### src/design/wmns_ram.sv
// Single-port-write, registered-read sample memory.
module wmns_ram #(
    parameter int WIDTH = 64,
    parameter int DEPTH = 64
) (
    input  logic                     i_clk,
    input  logic                     i_we,
    input  logic [$clog2(DEPTH)-1:0] i_waddr,
    input  logic [WIDTH-1:0]         i_wdata,
    input  logic [$clog2(DEPTH)-1:0] i_raddr,
    output logic [WIDTH-1:0]         o_rdata
);
    logic [WIDTH-1:0] mem [DEPTH];
    logic [WIDTH-1:0] r_rdata;

    always_ff @(posedge i_clk) begin
        if (i_we) begin
            mem[i_waddr] <= i_wdata;
        end
        r_rdata <= mem[i_raddr];
    end

    assign o_rdata = r_rdata;
endmodule

### config.mk
export PLATFORM = sky130hd
export DESIGN_NAME = wmns_ram
export DESIGN_NICKNAME = d
export VERILOG_FILES = /design/src/design/wmns_ram.sv
export SDC_FILE = /design/constraint.sdc
export NUM_CORES = 2
export LEC_CHECK = 0
export ABC_CLOCK_PERIOD_IN_PS = 9500
export CAP_MARGIN = 20
export CELL_PAD_IN_SITES_DETAIL_PLACEMENT = 1
export CELL_PAD_IN_SITES_GLOBAL_PLACEMENT = 2
export CORE_MARGIN = 2
export CORE_UTILIZATION = 56
export CTS_CLUSTER_DIAMETER = 80
export DETAILED_ROUTE_END_ITERATION = 8
export DONT_BUFFER_PORTS = 1
export HOLD_SLACK_MARGIN = 0.03
export PLACE_DENSITY_LB_ADDON = 0.1
export SKIP_CTS_REPAIR_TIMING = 1
export SYNTH_ARGS = -nofsm -noshare
export SYNTH_HDL_FRONTEND = slang
export SYNTH_SLANG_ARGS = --single-unit
export TNS_END_PERCENT = 100
### constraint.sdc
create_clock -name i_clk -period 9.5 [get_ports i_clk]
set_clock_uncertainty 0.2 [all_clocks]
set_input_delay 0 -clock i_clk [delete_from_list [all_inputs] [get_ports i_clk]]
set_output_delay 0 -clock i_clk [all_outputs]
set_load 0.02 [all_outputs]
# Word level (Yosys, flattened, before mapping)
# Memory sizes are Yosys's and may differ from the RTL's. A register that Yosys moved wholly into a read port is not among the register bits.
# Cells that the tools add are included.
dict set report totals {
  memories 1
  ram_bits 4096
  register_bits 0
  romBits 0
  input_bits 78
  latchBits 0
  elab_cells 3
}
dict set report classes {
  bitwise_logic 0
  n_eq_ne 0
  shift 0
  magnitude_cmp 0
  n_reduce_logical 0
  multipliers 0
  muxes 2
  n_div 0
  add_sub_neg 0
}
# memory words width rd rd_ports_with_merged_regs write_ports line_no
set mem_list {}
lappend mem_list {mem 64 64 1 1 1 13} ;# logic [WIDTH-1:0] mem [DEPTH];
# cell n
set op_table {}
lappend op_table {{$mux 1} 2}

# Depth between registers and ports, before layout
dict set report depth {
  ltp_word 2
  depth_mapped 9
  mapped_depth_nobuf 5
}

# Worst setup path before layout
# Ideal clock, no wire load.
dict set report synth_timing {
  path_kind {input port to flip-flop}
  from {input port i_waddr[3]}
  to {memory mem[48][0], enable pin}
  n_path_buf 1
  setup_slack_ps 3864
  arrival_time_ps 4872
  setup_ps 564
  path_stages 4
  cell_sequence {clkbuf_1 > nor2b_1 > nand4b_1 > nor3_1}
}
# element line_no
set synth_lines {}
lappend synth_lines {{start, declared} 8} ;# input logic [$clog2(DEPTH)-1:0] i_waddr,
lappend synth_lines {{end, declared} 13}
# No word-level cell before the write port.

==> impl_metrics.json <==
{
  "fmax_ghz": 0.193,
  "die_x_um": 532,
  "tightest_slew_ns": 1.62,
  "whs_ns": -0.00265,
  "drc": 0,
  "crit_required_ns": 10.13,
  "p_per_area_mw_per_mm2": 214,
  "drive_gt1_frac": 0.272,
  "synth_area_per_cell_um2": 23.7,
  "die-height_um": 532,
  "synth_area_mm2": 0.156,
  "synthTopCellsByArea": "edfxtp_1 79%, mux4_2 15%, mux2i_1 0.86%",
  "vias": 77300,
  "relSlewSlack": -0.0799,
  "yosys.area.top_type": "edfxtp_1",
  "clock-root-buffer": "clkbuf_16",
  "htree_levels": 5,
  "hold_path_class": "in2reg",
  "syn_nets": 6676,
  "routed_via_density": 6.93,
  "crit_slowest_cell": "dlygate4sd3_1",
  "dieArea_mm2": 0.283,
  "dp_hpwl_um": 228000,
  "initial_utilization": 0.564,
  "finalSetupViolations": 0,
  "path_cells": "dlygate4sd3_1, buf_16, buf_16, buf_16, mux4_2, o221ai_1, dlygate4sd3_1, o22ai_1, dlygate4sd3_1, and3_1, dlygate4sd3_1",
  "min_path_cells": 3,
  "hold_end": "mem[18][56]$_DFFE_PP_",
  "p_leak_uw": 0.0563,
  "grt_max_degree": 875,
  "grt_pass1_wl_um": 628000,
  "boundaryPins": 142,
  "r2r_cells": 7,
  "syn_inst": 6598,
  "period_minus_slack_ns": 5.19,
  "ys_types": 33,
  "synth_top_area_frac": 0.787,
  "rr_endpoint": "o_rdata[14]$_DFF_P_",
  "min_from": "i_wdata[56]",
  "drtAntennaViolNets": 0,
  "routed_wl_um": 461000,
  "ir_drop_mv": 0.231,
  "cp_common_cell": "dlygate4sd3_1",
  "end_kind": "flop",
  "drt_pre_antenna_iters": 6,
  "reg2reg_slack_ns": 6.17,
  "area_growth_pct": 14.9,
  "ys.flop_type": "edfxtp_1",
  "synth_seq_cells": 4160,
  "cp_data_arrival_time_ns": 5.82,
  "grt_pass1_vias": 77900,
  "portBuffers": 0,
  "max_cap_viol_count": 0,
  "status": "finished with violations",
  "clk_pin_slew_ns": 0.06,
  "cts_tree": "yes",
  "netlist_top_cells_count": "4096 x edfxtp_1, 1024 x mux4_2, 170 x buf_2",
  "grt_use_total": 0.320,
  "cts.sink_count": 4160,
  "core-area_mm2": 0.277,
  "finalWeightedCongestion": 0.778,
  "rsz0062_at_grt": "no",
  "synth_edf_count": 4096,
  "rows": 193,
  "seq_area_frac_synth": 0.795,
  "finalCritPeriodShare": 0.546,
  "gr-total-overflow": 0,
  "ys_async_sr_fraction": 0,
  "clock_latency_ns": 0.97,
  "rr_startpoint": "mem[19][14]$_DFFE_PP_",
  "drtIter0Drc": 11700,
  "yosysMostFrequentCell": "edfxtp_1",
  "crit_fanout": 155,
  "finalPower_uw": 38400,
  "start_kind": "input port",
  "antenna_found_initial": 15,
  "drv_slew": 60,
  "ys_warn_count": 0,
  "finalSetupTns_ns": 0,
  "clockBufferDepth": 4,
  "nets": 7172,
  "crit_type": "in2reg",
  "wl_per_cell_um": 41.3,
  "slowest_delay_ns": 0.71,
  "cts_made_buffers": 416,
  "hold_viol": 3,
  "failed_checks": "negative hold slack, max-slew violations"
}
==> layer usage <==
metal  up-vias  global-route usage  wire length [µm]  share of wire
met4         6              0.0993             17700          0.038
met2      4554               0.507            221000           0.48
met1     42400               0.462            177000           0.38
met3       847              0.0555             44800          0.097
li1      29500                   -                 -              -
met5         -                   0                39       0.000085
==> how the worst max path moves through the flow <==
stage | startpoint | to | slack, ns | cells past startpoint
after CTS | i_raddr[0] | o_rdata[19]$_DFF_P_ | 5.03 | 9
after global routing | i_raddr[1] | o_rdata[14]$_DFF_P_ | 4.17 | 11
final | i_raddr[1] | o_rdata[14]$_DFF_P_ | 4.31 | 11
after detailed placement | i_raddr[0] | o_rdata[19]$_DFF_P_ | 4.05 | 9
after global placement | i_raddr[0] | o_rdata[19]$_DFF_P_ | 4.09 | 9
after floorplan | i_waddr[3] | mem[48][0]$_DFFE_PP_ | 3.86 | 4
==> power by group <==
part	internal, µW	switching (µW)
Sequential	20300	166
Combinational	783	1060
Clock	9090	6950
Total	30200	8170
==> layout make-up <==
cell class / instances / area (µm²)
diodes: 7 / 17.5
clock buffers: 548 / 11200
clock inverters: 221 / 1930
fillers: 21300 / 97600
inverters: 19 / 71.3
multi-input cells: 2049 / 30800
flip-flops and latches: 4160 / 124000
well taps: 3705 / 4640
repair buffers: 448 / 6670
==> sequential cells by signal, indices dropped and copies added (netlist names) <==
register,flops
mem,4096
o_rdata,64
==> cells by family after synthesis <==
family / Yosys count / share of synthesized area
flip-flops: 4160 / 0.795
AO/OA/AOI/OAI: 504 / 0.0248
multiplexers: 1159 / 0.156
buffers and inverters: 389 / 0.0118
AND/OR/NAND/NOR: 386 / 0.0124
==> through the flow <==
step | std cells | instance area, µm² | utilization | setup slack, ns
2_1_floorplan | 6598 | 156000 | - | 3.86
3_3_place_gp | 10100 | 161000 | 0.582 | 4.09
3_5_place_dp | 10100 | 161000 | 0.582 | 4.05
4_1_cts | 10900 | 174000 | 0.629 | 5.03
5_1_grt | 11200 | 180000 | 0.648 | 4.17
6_report | 11200 | 180000 | 0.648 | 4.31
==> worst max-delay path, delay by kind of cell <==
family | cells | cell delay (ns)
buffers and inverters | 7 | 4.38
muxes | 1 | 0.44
AOI/OAI and AO/OA | 2 | 0.27
and+or+nand+nor | 1 | 0.16
==> cell usage in the layout (no fill, tap or decap), types with 19 or more instances in the layout <==
| cell | Yosys | layout |
|---|---|---|
| edfxtp_1 | 4096 | 4096 |
| mux4_2 | 1024 | 1024 |
| clkbuf_16 | 0 | 420 |
| a22oi_1 | 168 | 168 |
| buf_4 | 34 | 165 |
| buf_16 | 0 | 142 |
| mux2i_1 | 135 | 135 |
| dlygate4sd3_1 | 0 | 130 |
| clkbuf_1 | 140 | 105 |
| a22o_1 | 88 | 88 |
| clkinv_1 | 0 | 87 |
| o22ai_1 | 83 | 83 |
| clkinv_2 | 0 | 73 |
| nor2_4 | 0 | 65 |
| and3_1 | 64 | 64 |
| dfxtp_1 | 64 | 64 |
| a211oi_1 | 63 | 63 |
| nand2_1 | 58 | 55 |
| nor2_1 | 112 | 47 |
| nand3_1 | 45 | 45 |
| o221ai_1 | 38 | 38 |
| or3_1 | 29 | 29 |
| bufinv_16 | 0 | 29 |
| or2_2 | 28 | 28 |
| a41oi_1 | 26 | 26 |
| nor2b_1 | 28 | 24 |
| clkbuf_8 | 0 | 23 |
| inv_1 | 19 | 19 |
| a2bb2oi_1 | 19 | 19 |
Power figures use the tool's default switching activity.
