[src/design/wmns_pkg.sv]
// Shared types and constants for the windowed median neighborhood sum block.
package wmns_pkg;

    localparam int DEPTH = 64;
    localparam int HALF  = 2;

    localparam int AW = $clog2(DEPTH);
    localparam int CW = $clog2(DEPTH + 1);

    localparam int KEY_W  = 32;
    localparam int SUM_W  = 35;
    localparam int CNT_W  = 3;
    localparam int WORD_W = 2 * KEY_W;

    localparam logic OP_ADD   = 1'b0;
    localparam logic OP_QUERY = 1'b1;

    typedef struct packed {
        logic clear;
        logic step;
    } t_rank_ctl;

endpackage

[src/design/wmns_rank_unit.sv]
// Shared comparator and rank counter: counts stored samples ordered before the key.
module wmns_rank_unit (
    input  logic                      i_clk,
    input  logic                      i_rst_n,
    input  wmns_pkg::t_rank_ctl       i_ctl,
    input  logic [wmns_pkg::KEY_W-1:0] i_key_size,
    input  logic [wmns_pkg::AW-1:0]    i_key_slot,
    input  logic [wmns_pkg::KEY_W-1:0] i_cand_size,
    input  logic [wmns_pkg::AW-1:0]    i_cand_slot,
    output logic [wmns_pkg::CW-1:0]    o_rank
);
    import wmns_pkg::*;

    logic [CW-1:0] r_rank;
    logic [CW-1:0] n_rank;
    logic          before_key;

    assign before_key = (i_cand_size < i_key_size) ||
                        ((i_cand_size == i_key_size) && (i_cand_slot < i_key_slot));

    always_comb begin
        n_rank = r_rank;
        if (i_ctl.clear) begin
            n_rank = '0;
        end else if (i_ctl.step && before_key) begin
            n_rank = r_rank + CW'(1);
        end
    end

    always_ff @(posedge i_clk) begin
        if (!i_rst_n) begin
            r_rank <= '0;
        end else begin
            r_rank <= n_rank;
        end
    end

    assign o_rank = r_rank;
endmodule

[config.mk]
export PLATFORM = sky130hd
export DESIGN_NAME = wmns_rank_unit
export DESIGN_NICKNAME = d
export VERILOG_FILES = /design/src/design/wmns_pkg.sv /design/src/design/wmns_rank_unit.sv
export SDC_FILE = /design/constraint.sdc
export NUM_CORES = 1
export LEC_CHECK = 0
export BUFFER_PORTS_ARGS = -buffer_cell sky130_fd_sc_hd__buf_2
export CAP_MARGIN = 20
export CORE_MARGIN = 2
export CORE_UTILIZATION = 46
export DETAILED_ROUTE_END_ITERATION = 6
export GPL_TIMING_DRIVEN = 0
export PLACE_DENSITY_LB_ADDON = 0.12
export SLEW_MARGIN = 10
export SYNTH_ARGS = -nofsm -noshare
export SYNTH_HDL_FRONTEND = slang
export SYNTH_SLANG_ARGS = --single-unit
export TNS_END_PERCENT = 10
[constraint.sdc]
create_clock -name i_clk -period 5.3 [get_ports i_clk]
set_clock_uncertainty 0.1 [all_clocks]
set_input_delay 0.53 -clock i_clk [delete_from_list [all_inputs] [get_ports i_clk]]
set_output_delay 0.53 -clock i_clk [all_outputs]
set_load 0.005 [all_outputs]
==> Word level (Yosys, flattened, before mapping) <==
Cells that the tools add are included.
{ "op_classes": {"addsub": 1, "n_mul": 0, "div_mod_pow": 0, "magnitude_cmp": 2, "n_eq_ne": 1, "shifts": 0, "muxes": 0, "bitwise": 1, "n_reduce_logical": 4} }
{ "ops": {"columns": ["operator", "count"], "rows": [
  ["== test 32 bit", 1],
  ["< comparator 32 bit", 1],
  ["adder 7 x 1 -> 7 bit, second input constant", 1],
  ["< comparator 6 bit", 1],
  ["logical AND 1 bit", 2],
  ["OR reduction 2 bit", 1],
  ["logical OR 1 bit", 1],
  ["inverter 1 bit", 1]
]} }
{ "word_totals": {"ff_bits": 7, "latchBits": 0, "ram_bits": 0, "mem_bits_ro": 0, "in_bits": 80, "memories": 0} }

==> Longest topological paths before layout <==
Gate-level depths: netlist (run 1).
{ "logic_depth": {"ltp_word": 4, "depth_mapped": 9, "mapped_depth_nobuf": 9} }

==> Worst setup path before layout (run 1) <==
OpenSTA, ideal clock, no wires.
{ "synth_path": {"kind": "input-to-reg", "from": "input i_key_size[17] in the netlist's numbering", "to": "register r_rank[3], in the netlist o_rank[3]", "setup_ns": 0.116, "arrival_ns": 2.283, "path_slack_ns": 2.801, "stages": 9, "n_path_buf": 0, "cell_sequence": "inv_1 > ha_1 > a21o_1 > a221o_1 > a221oi_1 > o21ai_1 > a22oi_4 > a31oi_1 > a41o_1"} }
{ "synth_between": {"elab_chain_cells": 4, "word_cells_on_any_way": 5} }
{ "synth_lines": {"columns": ["element", "line", "text"], "rows": [
  ["start, declared", "wmns_rank_unit.sv:6", "input logic [wmns_pkg::KEY_W-1:0] i_key_size,"],
  ["branches (longest 2 deep; another with < comparator 32 bit)", null, null],
  ["logical OR 1 bit (*)", "wmns_rank_unit.sv:18", "assign before_key = (i_cand_size < i_key_size) ||"],
  ["logical AND 1 bit (*)", "wmns_rank_unit.sv:25", "end else if (i_ctl.step && before_key) begin"],
  ["end signal, assigned", "wmns_rank_unit.sv:34", "r_rank <= n_rank;"],
  ["end, declared", "wmns_rank_unit.sv:14", "logic [CW-1:0] r_rank;"]
]} }
Mark *: on every way between the ends.
A chain may end at the register's enable or synchronous reset.

==> Worst setup path after layout (run 1) <==
Ends and elaborated chain as after synthesis.

==> results of run 1 <==
## power by group
group          switching [W]  internal (W)
sequential       0.000000534     0.0000532
clock              0.0000185     0.0000287
combinational      0.0000477     0.0000539
total              0.0000667      0.000136
## cell usage in the layout, fill, tap and decap left out
| cell type | n |
|---|---|
| buf_2 | 86 |
| ha_1 | 38 |
| inv_1 | 37 |
| nand2_1 | 16 |
| a21oi_1 | 16 |
| nor2_1 | 9 |
| dfxtp_1 | 7 |
| nand4_1 | 6 |
| nand3_1 | 4 |
| nand2b_1 | 3 |
| o21ai_0 | 3 |
| a221oi_1 | 3 |
| clkbuf_4 | 3 |
| nor2b_1 | 2 |
| a21o_1 | 2 |
| mux2i_1 | 2 |
| and3_1 | 2 |
| a31oi_1 | 2 |
| a41o_1 | 2 |
| xnor2_1 | 2 |
| nor4_1 | 1 |
| and2_0 | 1 |
| and4_1 | 1 |
| a2bb2oi_4 | 1 |
| or4_4 | 1 |
| nor3_4 | 1 |
| nand3_2 | 1 |
| a211oi_1 | 1 |
| a221o_1 | 1 |
| o21ai_1 | 1 |
| a21boi_0 | 1 |
| o211ai_1 | 1 |
| or4b_1 | 1 |
| a21boi_2 | 1 |
| a22oi_4 | 1 |
| a31o_1 | 1 |
| clkbuf_1 | 1 |
## how the worst max path moves through the flow
stage / startpoint / endpoint / slack [ns]
5_1_grt: i_key_size[31] / o_rank[5] / 2.61
3_3_place_gp: i_key_size[17] / o_rank[3] / 2.53
4_1_cts: i_key_size[17] / o_rank[3] / 2.76
6_report: i_key_size[17] / o_rank[3] / 2.78
3_5_place_dp: i_key_size[17] / o_rank[3] / 2.52
2_1_floorplan: i_key_size[17] / o_rank[3] / 2.80
## area by class of cell
cell class	instances	area share [%]
timing repair buffer	86	23.6
multi-input combinational	128	57.6
tap	31	2.12
clock buffer	4	1.44
inverter	37	7.61
sequential	7	7.68
## logic make-up after synthesis
logic type                 count (synthesis)  synth area share (%)
AOI/OAI and AO/OA                         37                  20.6
muxes                                      2                  1.51
and+or+nand+nor                           49                  19.9
buffers and inverters                     37                  10.4
xor gates and xnor gates                   2                  1.32
DFF                                        7                  10.5
adders and majority gates                 38                  35.7
## per-stage QoR
step / std cells / hold WS (ns) / setup WS (ns) / area, um^2
finish: 293 / 0.391 / 2.78 / 1830
CTS: 293 / 0.395 / 2.76 / 1830
detailed placement: 289 / 0.384 / 2.52 / 1800
global placement: 289 / 0.386 / 2.53 / 1800
floorplan: 172 / 0.378 / 2.80 / 1330
global route: 293 / 0.438 / 2.61 / 1830
## worst max-delay path, cell delays in order
cell and delay (ns):
buf_2 0.07, inv_1 0.03, ha_1 0.29, a21o_1 0.16
a221o_1 0.32, a221oi_1 0.30, o21ai_1 0.20, a22oi_4 0.32
a31oi_1 0.13, a41o_1 0.21
## layer usage
layer	vias up	global-route usage, %	part of all wire, %	wire (um)
met3	0	0.893	7.2	202
met4	0	2.66	0	0
li1	787	-	-	-
met1	611	23.3	45	1270
met2	50	32.6	48	1340
met5	-	0	0	0
==> flow_metrics.tcl, run 1 <==
set metrics [dict create \
    synthDistinctLibCells 34 \
    max_freq_mhz 397 \
    via_count 1448 \
    synth-seq-cells 7 \
    critPathLaunchType "input port" \
    worst_pin_slew_ns 0.414 \
    drive_above_1_share_pct 36.3 \
    slew_viol_final 0 \
    wl_per_cell_um 9.57 \
    status "complete, no violations" \
    hold_end "o_rank[1]" \
    end_kind "register" \
    dr.pass1.iters 4 \
    grt_pass1_wl_um 4990 \
    fin_setup_tns_ns 0 \
    total_power_w 0.000202 \
    setup_viol_count_final 0 \
    io_pins 87 \
    die-width_um 57.8 \
    cts_setup_buffers 0 \
    cp.arrival_ns 2.56 \
    fillCellCount 265 \
    synth_top_cell_by_area "ha_1" \
    synthTopCellsByCount "ha_1, inv_1, a21oi_1, nand2_1, nor2_1" \
    place_congestion 0.755 \
    p_leak_nw 1.15 \
    yosys-top-cells-area "ha_1, dfxtp_1, inv_1" \
    clk_latency_ns 0.24 \
    largest_reg_flops 7 \
    cts_hold_buf 0 \
    first_global_vias 1314 \
    finalCriticalPeriod_ns 2.52 \
    holdPathStages 2 \
    cts_buffer_depth 2 \
    crit_fanout 7 \
    synth.avg_cell_area_um2 7.73 \
    h-tree-depth 1 \
    seq_area_frac_synth_pct 10.5 \
    rsz0062_at_grt "false" \
    wl_um 2810 \
    ctsResizeCount 0 \
    rrSetupSlack_ns 3.73 \
    cts-buffers-inserted 3 \
    fin_util_pct 66.2 \
    netlist.area_leader.share_pct 35.7 \
    synth_ff_type "dfxtp_1" \
    insertedDiodeCount 0 \
    synth-edff-count 0 \
    core-area_um2 2760 \
    vias_per_cell 4.94 \
    initial_core_util_pct 48.2 \
    async_flop_share_pct 0 \
    min_from "o_rank[1]" \
    post-route-period-util_pct 47.6 \
    dpl.hpwl_um 2570 \
    netlist_instances 172 \
    synth_fp_nets 290 \
    seqCellArea_um2 140 \
    slew_headroom_pct 72.3 \
    antenna_found_initial 0 \
    root_buffer "clkbuf_4" \
    port_buffers 86 \
    cp.required_ns 5.34 \
    synth_area_um2 1330 \
    cts_tree "built" \
    multi_input_area_um2 1050 \
    route.detailed.drc 0 \
    ys_warn_count 0 \
    power_density_nw_per_um2 111 \
    reg2reg_from "o_rank[0]" \
    ff2ff_path_depth 7 \
    path_class "in -> reg" \
    hold_violations 0 \
    fp.dieArea_um2 3340 \
    overflow 0 \
    hold_class "reg -> reg" \
    ant_nets 0 \
    r2r_end "o_rank[6]" \
    grt_max_degree 8 \
    area_growth_pct 37.3 \
    nNetsFinal 381 \
    synth.most_common_cell "ha_1" \
    clock_sinks 7 \
    rows 19 \
    drt_iter0_markers 24 \
    vdd.ir_drop.worst_mv 0.149 \
    clkTransAtPathRegs_ns 0.05 \
    max_cap_viol_count 0 \
    grt_usage_pct 17.7 \
    die_h_um 57.8 \
]
No activity file was read; power rests on OpenSTA's default activity.
==> inputs of run 2 (changes only) <==
CORE_UTILIZATION = 39   (was 46)
clock period = 2.3 ns   (was 5.3 ns; I/O delays follow)
==> run 2 against run 1 <==
Compared with the run above: critical path depth stayed put; clock power grew 140%; routed wire length hardly changed; first-iteration DRC count is 4.2% lower; global-route usage decreased by 3.0 points; setup slack worse by 2.7 ns; power increased by 130%; die area grew 17%; critical endpoint is now o_rank[5].
==> flow_metrics.tcl, run 2 (same netlist as run 1, synthesis figures left out) <==
set metrics [dict create \
    h-tree-depth 1 \
    finalCriticalPeriod_ns 2.17 \
    preCtsSetupSlack_ns -0.159 \
    p_comb_share_pct 49.8 \
    largest_reg_flops 7 \
    wl_per_cell_um 9.11 \
    wl_um 2810 \
    port_buffers 86 \
    clkTransAtPathRegs_ns 0.05 \
    max_cap_viol_count 0 \
    slowest_delay_ns 0.31 \
    cp.arrival_ns 2.21 \
    root_buffer "clkbuf_4" \
    initial_core_util_pct 40.2 \
    critPathSlowestCell "a221o_1" \
    rsz0062_at_grt "false" \
    nNetsFinal 381 \
    worst_pin_slew_ns 0.469 \
    place_congestion 0.705 \
    antenna_found_initial 0 \
    via_count 1439 \
    cp.required_ns 2.34 \
    crit_chain "buf_2, inv_1, ha_1, a21o_1, a221o_1, a221oi_1, o21ai_1, a22oi_4, a31oi_1, a41o_1" \
    grt_pass1_wl_um 4980 \
    cts_buffer_depth 2 \
    hold_ws_ns 0.182 \
    p_int_w 0.000312 \
    path_class "in -> reg" \
    end_kind "register" \
    layout_commonest_cell "buf_2" \
    drive_above_1_share_pct 36.6 \
    grt_usage_pct 14.7 \
    first_global_vias 1302 \
    switching_share_pct 33.4 \
    fin_setup_tns_ns 0 \
    clk_latency_ns 0.25 \
    pwr-share-clk_pct 23.8 \
    worst-path-buf-inv 2 \
    ant_nets 0 \
    dr.pass1.iters 4 \
    power_density_nw_per_um2 253 \
    status "complete, no violations" \
    grt_max_degree 8 \
    cts_setup_buffers 0 \
    crit_family "compound AO/OA/AOI/OAI gates" \
    max_freq_mhz 460 \
    vias_per_cell 4.67 \
    final_cell_mix "buf_2, ha_1, inv_1, nand2_1, a21oi_1" \
    setup_viol_count_final 0 \
    seq_power_share_pct 26.4 \
    insertedDiodeCount 0 \
    slew_headroom_pct 68.7 \
    net-switching-power_w 0.000157 \
    fin_ws_ns 0.127 \
    die_h_um 62.4 \
    dpl.hpwl_um 2590 \
    p_leak_nw 1.15 \
    vdd.ir_drop.worst_mv 0.205 \
    slew_viol_final 0 \
    critPathLaunchType "input port" \
    area_growth_pct 39.1 \
    cts-buffers-inserted 3 \
    hold_class "in -> reg" \
    clock_sinks 7 \
    crit_fanout 7 \
    fp.dieArea_um2 3890 \
    rows 21 \
    route.detailed.drc 0 \
    core-area_um2 3310 \
    hold_violations 0 \
    io_pins 87 \
    drt_iter0_markers 23 \
    post-route-period-util_pct 94.5 \
    die-width_um 62.4 \
    cts_tree "built" \
    rrSetupSlack_ns 0.69 \
    overflow 0 \
]
==> run 2: cell count changes in the layout (fill, tap and decap cells not counted) <==
cell,change
nor4_2,+1
nor4_1,-1
==> run 2: layout make-up <==
cell class	instances	area, um^2
Tap cell	46	57.6
Timing Repair Buffer	86	430
Inverter	37	139
Fill cell	329	1460
Multi-Input combinational cell	128	1060
Sequential cell	7	140
Clock buffer	4	26.3
==> run 2: routing by layer <==
metal	vias to the layer above	routed length, um	global-route usage [%]
li1	787	-	-
met1	598	1320	18.6
met2	50	1260	26.5
met3	4	212	1.62
met4	0	14	4.17
met5	-	0	0
==> run 2: timing repair <==
item | 4_1_cts | 5_1_grt
resized for setup | 0 | 1
endpoints found under the setup margin | 0 | 6
hold buffers | 0 | 0
==> run 2: stage by stage <==
| stage | cells | util (%) | total power, W | cell area, um^2 |
|---|---|---|---|---|
| 2_1_floorplan | 172 | - | 0.000266 | 1330 |
| 3_3_place_gp | 304 | 54.9 | 0.000360 | 1820 |
| 3_5_place_dp | 304 | 54.9 | 0.000362 | 1820 |
| 4_1_cts | 308 | 55.7 | 0.000477 | 1840 |
| 5_1_grt | 308 | 55.9 | 0.000520 | 1850 |
| 6_report | 308 | 55.9 | 0.000469 | 1850 |
==> run 2: power by group through the flow <==
stage          registers [W]  clock network [W]  logic, W
2_1_floorplan       0.000126                  0  0.000140
3_3_place_gp        0.000126                  0  0.000234
3_5_place_dp        0.000126                  0  0.000236
4_1_cts             0.000124           0.000117  0.000237
5_1_grt             0.000124           0.000123  0.000273
6_report            0.000124           0.000111  0.000233
==> run 2: path summary, 6_finish.rpt <==
check | endpoint | from | depth (start not counted)
setup / recovery | o_rank[5] | i_key_size[17] | 10
hold / removal | o_rank[3] | i_ctl[0] | 2
setup reg to reg | o_rank[6] | o_rank[0] | 7
hold reg to reg | o_rank[1] | o_rank[1] | 2
